**config.mk**
```make
export PLATFORM = sky130hd
export DESIGN_NAME = nws_sine_lut
export DESIGN_NICKNAME = d
export VERILOG_FILES = /design/src/rtl/nws_pkg.sv /design/src/rtl/nws_sine_lut.sv
export SDC_FILE = /design/constraint.sdc
export NUM_CORES = 1
export LEC_CHECK = 0
export ABC_CLOCK_PERIOD_IN_PS = 11000
export BUFFER_PORTS_ARGS = -buffer_cell sky130_fd_sc_hd__buf_2
export CORE_ASPECT_RATIO = 1.2
export CORE_MARGIN = 4
export CORE_UTILIZATION = 50
export DETAILED_ROUTE_END_ITERATION = 16
export PLACE_DENSITY = 0.73
export SYNTH_ARGS = -nofsm -noshare
export SYNTH_HDL_FRONTEND = slang
export SYNTH_SLANG_ARGS = --single-unit
```
**constraint.sdc**
```tcl
create_clock -name vclk -period 11
set_input_delay 1.65 -clock vclk [all_inputs]
set_output_delay 1.65 -clock vclk [all_outputs]
set_load 0.05 [all_outputs]
```
**src/rtl/nws_pkg.sv**
```systemverilog
// Shared types, codes and constants of the note waveform synthesizer.
// Used by nws_sine_lut and note_waveform_synth; depends on nothing else.
package nws_pkg;

    typedef enum logic [2:0] {
        WAVE_SILENT   = 3'd0,
        WAVE_SINE     = 3'd1,
        WAVE_WARM     = 3'd2,
        WAVE_TRIANGLE = 3'd3,
        WAVE_SQUARE   = 3'd4,
        WAVE_ORGAN    = 3'd5,
        WAVE_DOUBLE   = 3'd6,
        WAVE_MUTE     = 3'd7
    } wave_t;

    typedef enum logic [1:0] {
        FX_NONE     = 2'd0,
        FX_FUZZ     = 2'd1,
        FX_COMPRESS = 2'd2,
        FX_BYPASS   = 2'd3
    } effect_t;

    typedef struct packed {
        effect_t            eff;
        logic               clipped;
        logic               neg;
        logic signed [15:0] byp;
    } side_t;

    localparam int          DIV_QBITS   = 17;
    localparam int          DIV_W       = 52;
    localparam int          DEN_W       = 36;
    localparam int          RECIP_SHIFT = 30;
    localparam logic [29:0] DIV3_MULT   = 30'd357913942;
    localparam logic [14:0] FUZZ_U_MAX  = 15'd20480;
    localparam logic [16:0] TANH_T_MAX  = 17'd32768;
    localparam logic [20:0] PADE_N2     = 21'd1548288;
    localparam logic [26:0] PADE_N1     = 27'd70963200;
    localparam logic [32:0] PADE_N0     = 33'd553512960;
    localparam logic [23:0] PADE_D2     = 24'd12902400;
    localparam logic [29:0] PADE_D1     = 30'd255467520;
    localparam logic [35:0] PADE_D0     = 36'd553512960;

    function automatic logic [14:0] sin_poly(input int n, input int k);
        longint x;
        longint x2;
        longint t;
        longint y;
        x  = longint'(k) <<< (16 - (n - 2));
        x2 = (x * x) >>> 16;
        t  = (64'sd4640 * x2) >>> 16;
        t  = 64'sd42047 - t;
        t  = (t * x2) >>> 16;
        t  = 64'sd102944 - t;
        y  = (t * x) >>> 16;
        y  = (y + 64'sd2) >>> 2;
        if (y > 64'sd16384)
        begin
            y = 64'sd16384;
        end
        return 15'(y);
    endfunction

endpackage

```
**src/rtl/nws_sine_lut.sv**
```systemverilog
// Quarter-wave sine lookup giving a signed Q14 value for one phase.
// Depends on nws_pkg for the table polynomial.
module nws_sine_lut #(
    parameter int TABLE_BITS = 8,
    parameter int PHASE_BITS = 32
) (
    input  logic [PHASE_BITS-1:0] phase,
    output logic signed [15:0]    value
);
    import nws_pkg::*;

    localparam int QBITS = TABLE_BITS - 2;
    localparam int QN    = 1 << QBITS;

    logic [14:0]           qtab [QN+1];
    logic [TABLE_BITS-1:0] idx;
    logic [QBITS-1:0]      r;
    logic [QBITS:0]        k;
    logic [14:0]           mag;

    genvar gi;
    generate
        for (gi = 0; gi <= QN; gi++)
        begin : g_tab
            assign qtab[gi] = sin_poly(TABLE_BITS, gi);
        end
    endgenerate

    assign idx   = phase[PHASE_BITS-1 -: TABLE_BITS];
    assign r     = idx[QBITS-1:0];
    assign k     = idx[QBITS] ? (QBITS+1)'(QN) - {1'b0, r} : {1'b0, r};
    assign mag   = qtab[k];
    assign value = idx[TABLE_BITS-1] ? 16'(-$signed({1'b0, mag})) : $signed({1'b0, mag});

endmodule

```
# ---- Yosys cells after proc, flatten, opt, wreduce, memory -nomap -nowiden
# Memories as Yosys holds them, arrays and structs flattened.
# Cells that the tools add are included.
dict set report classes {
  addsub 2
  n_mul 0
  n_div 0
  order_cmp 1
  n_eq_ne 0
  n_shift 0
  mux 4
  bitwise 1
  n_reduce_logical 0
}
# op n
set op_table {}
lappend op_table {{15-bit two-way mux} 2}
lappend op_table {{16-bit two-way mux} 1}
lappend op_table {{15-bit negator with 16-bit output} 1}
lappend op_table {{8-bit greater-or-equal comparator, second input constant} 1}
lappend op_table {{7-bit inverter with 8-bit output} 1}
lappend op_table {{7-bit two-way mux} 1}
lappend op_table {{7-bit by 6-bit subtractor with 7-bit output, first input constant} 1}
dict set report totals {
  register_bits 0
  latchBits 0
  ramBits 0
  rom_bits 1920
  inputBits 32
  n_memories 1
}
# name words width read_ports rd_ports_with_merged_regs wr line_no
set mem_list {}
lappend mem_list {{(no name shown)} 128 15 1 0 0 nws_sine_lut.sv:32} ;# assign mag = qtab[k];

# ---- Longest topological paths before layout
dict set report logic_depth {
  ltp_word 8
  mapped_depth 19
  ltp_nobuf 16
}

# ---- Worst setup path after synthesis
# No wires, ideal clock.
dict set report synth_timing {
  path_kind {input port to output port}
  from {input port phase[24]}
  to {output port value[14]}
  arrival_time_ns 6.503
  required_time_ns 9.350
  path_slack_ns 2.847
  path_stages 17
  path_buffers 2
  path_cell_list {clkbuf_1 > inv_1 > ha_1 > mux2i_1 > ha_1 > clkbuf_1 > and2_1 > o21a_1 > o31ai_1 > a21oi_1 > a32oi_1 > inv_1 > ha_1 > a21boi_1 > nand3_1 > o41ai_1 > a31oi_1}
}
dict set report synth_via {
  elab_chain_cells 8
}
# element line_no
set synth_lines {}
lappend synth_lines {{start, declared} nws_sine_lut.sv:7} ;# input logic [PHASE_BITS-1:0] phase,
lappend synth_lines {{7-bit by 6-bit subtractor with 7-bit output} nws_sine_lut.sv:31} ;# assign k = idx[QBITS] ? (QBITS+1)'(QN) - {1'b0, r} : {1'b0, r};
lappend synth_lines {{7-bit two-way mux (*)} nws_sine_lut.sv:31}
lappend synth_lines {{7-bit inverter with 8-bit output (implied by the code) (*)} nws_sine_lut.sv:32}
lappend synth_lines {{memory read 128 x 15 bit (*)} --}
lappend synth_lines {{15-bit two-way mux (implied by the code) (*) (2 in series)} nws_sine_lut.sv:32}
lappend synth_lines {{15-bit negator with 16-bit output} nws_sine_lut.sv:33} ;# assign value = idx[TABLE_BITS-1] ? 16'(-$signed({1'b0, mag})) : $signed({1'b0, mag});
lappend synth_lines {{16-bit two-way mux (*)} nws_sine_lut.sv:33}
lappend synth_lines {{end, declared} nws_sine_lut.sv:8} ;# output logic signed [15:0] value
# Every way passes the cells marked *; elsewhere a longest branch is shown, timed or not. The select of a mux whose other input is x is not followed.

# ---- Worst setup path after layout
# Ends and elaborated chain as after synthesis.

==> results summary <==
The flow ran to the end, and the final reports show no timing, DRC or antenna violations. The leakage power of the design came out at 1.01 nW. After global routing, the most crowded layer is met2. The post-synthesis cell type count came out at 77. The fraction of met3 tracks used by global routing is 1.51%. The worst setup path is captured at an output port. The cell area after technology mapping is 2550 um2. The share of the synthesized area in the top cell type is 7.35%. The first detailed-routing pass ran for 5 iterations. Setup repair after global routing left no endpoint under its margin.

After floorplanning, the core was divided into 28 placement rows. The die boundary height is 86.3 um. Of all cell types, the one taking the most synthesized area is ha_1. The smallest clock period supported by the final layout is computed as about 8.3 ns. After clock tree synthesis, the repair step resized 0 gates. The number of buffers inserted to repair setup after CTS came out at 0. The number of antenna violations at the first check in global routing is 0. The die covers about 6300 um2. The overall die width came out at ~73 um.

The worst slack on hold paths came out at 3.82 ns. By area the synthesized netlist is led by ha_1 7.4%, o21ai_0 5.5%, nand2_1 5.4%, mux2i_1 5.1%, buf_2 4.1%. After the last flow step, the layout net total stands at 408. The total negative slack for setup checks came out at 0 ns.

Averaged over all synthesized cells, the footprint is approximately 6.9 um2. The largest family of logic cells by synthesized area is compound AO/OA/AOI/OAI gates. The global-route wire length before repair came out at 13000 um. Global routing used between 40% and 50% of the available met2 tracks. The tool flagged a number of max-cap violations equal to 0. The share of the clock period used by the worst path came out at around 76%.

The number of antenna-violating nets in the routed design is 0. Multiplexer cells account for 6.86% of the synthesized area. The number of hold buffers added after CTS was 0. After Yosys synthesis, full adders, half adders and majority gates account for 7.35% of the synthesized area.

The core region is 4940 um2. The cell count after placement is 419. The initial utilization of the core area, before any placement, comes to between 50% and 60%. The number of antenna diodes in the final layout is 0. The highest ir drop seen on vdd is roughly 35 uV. The number of slew-limit violations in the final report is 0.

The largest driver fanout on the critical path is 26. The path class of the tightest hold or removal check is in -> out. The count of endpoints failing hold in the final timing report was 0. The count of port buffers added during placement came out at 24. The count of flip-flops and latches came out at 0. The total of fill cells in the finished design is about 520. The global routing met1 resource utilization came out at 33.7%. The worst slew margin relative to its limit is 41.9%. The endpoint required time on the critical path is between 9 and 10 ns. The portion of the post-synthesis area used by sequential elements is 0%. The total global-route track usage is 24.7%. The starting DRC count in detailed routing came out at 524. In the final layout, the share of cells above drive strength 1 is 15.3%. The routed layout has 2945 vias. By instance count, the leading cell after synthesis is nand2_1. The transition at the pin with the smallest max-transition slack came out at slightly below 0.9 ns. The growth of design area from synthesis to finish is -0.294%. The number of clock buffer instances in the layout is 0. The total half-perimeter wirelength after legalization and detailed placement came out at 5610 um. The remaining global-route overflow is 0. For this run, the top clock speed supported by timing is 0.120 GHz.

The finished cells cover 2540 um2. The average wire per cell in the routed design is 19.1 um. The sequential cell area is 0 um2. Counting instances in the post-synthesis netlist gives the leading cell types as 37 x nand2_1, 28 x o21ai_0, 21 x buf_2, 21 x nor2_1, 17 x a21oi_1. The number of I/O pins came out at 48. The setup-violating endpoint count in the final report is 0. The synthesized netlist devotes 5.78% of its cell area to XOR and XNOR gates. The final wirelength is about 8000 um. The cell area power density is 92.1 nW/um2.

STA classifies the critical path startpoint as a primary input. Routability-driven placement finished with a final weighted congestion of 0.985. The fraction of the mapped netlist area in simple logic gates is 24.6%. The via count of the first global-routing pass is roughly 2500.

The net count after synthesis came out at 419. The area fraction in compound gates after synthesis came out at 43.5%. The via-per-instance ratio came out at about 7.0. For this run, design rule violations remaining after detail routing come to 0. STA puts the critical path data arrival time at 6.66 ns. The maximum number of pins on one net before global-route repair came out at 40. The Yosys step of the flow raised 0 warnings.

The placed cell area is 2540 um2. Once layout is complete, the cells apart from fillers number 419. The synthesized netlist cell count is ~370. The critical path class is in -> out.
==> through the flow <==
step,power [mW],setup slack [ns],util [%]
3_3_place_gp,0.227,2.87,51.5
4_1_cts,0.231,2.76,51.5
2_1_floorplan,0.190,2.85,-
5_1_grt,0.250,2.35,51.5
3_5_place_dp,0.231,2.78,51.5
6_report,0.234,2.69,51.5
==> report_power, final <==
part	total (mW)	switching, mW	leakage [nW]	internal (mW)
Sequential	0	0	0	0
Combinational	0.234	0.162	1.01	0.0721
Clock	0	0	0	0
Total	0.234	0.162	1.01	0.0721
==> metal layers <==
metal / vias to the layer above / share of wire [%]
met5: - / 0
met4: 0 / 2.8
li1: 1388 / -
met1: 1378 / 42
met3: 24 / 8.0
met2: 155 / 47
==> layout make-up <==
class	count	area, um2	share of cell area, %
Multi-Input combinational cell	313	2250	88.3
Timing Repair Buffer	29	158	6.19
Tap cell	60	75.1	2.95
Inverter	17	63.8	2.51
==> critical path, stage by stage <==
cell and delay (ns):
buf_2 0.42, inv_1 0.32, ha_1 0.52, mux2i_1 0.19, buf_4 0.21, inv_1 0.28
ha_1 0.46, nor2b_1 0.20, o21ai_0 0.18, o2111ai_1 0.18, a211o_1 0.29, o311a_1 0.18
inv_1 0.09, ha_1 0.16, a21boi_1 0.26, nand3_1 0.20, or3_1 0.40, a31oi_1 0.16
buf_2 0.28
==> worst paths after layout <==
kind,end,slack [ns],cells after the start,from
worst max-delay path,value[14],2.69,19,phase[24]
worst min-delay path,value[14],3.82,3,phase[31]
==> cells in the final DEF (no fill, tap or decap), types with 8 or more instances in the layout <==
cell / instances
nor3_1: 8
mux2i_1: 13
nand3_1: 16
nor2_1: 21
xnor2_1: 8
ha_1: 15
inv_1: 15
nand2_1: 37
o211ai_1: 8
buf_2: 24
nand2b_1: 9
o21ai_0: 28
a21oi_1: 17
==> logic make-up after synthesis <==
family                   Yosys count
adder cells (fa/ha/maj)           15
multiplexers                      17
XOR/XNOR                          16
buffers and inverters             59
AO/OA/AOI/OAI                    146
AND/OR/NAND/NOR                  119
Power figures use the tool's default switching activity.
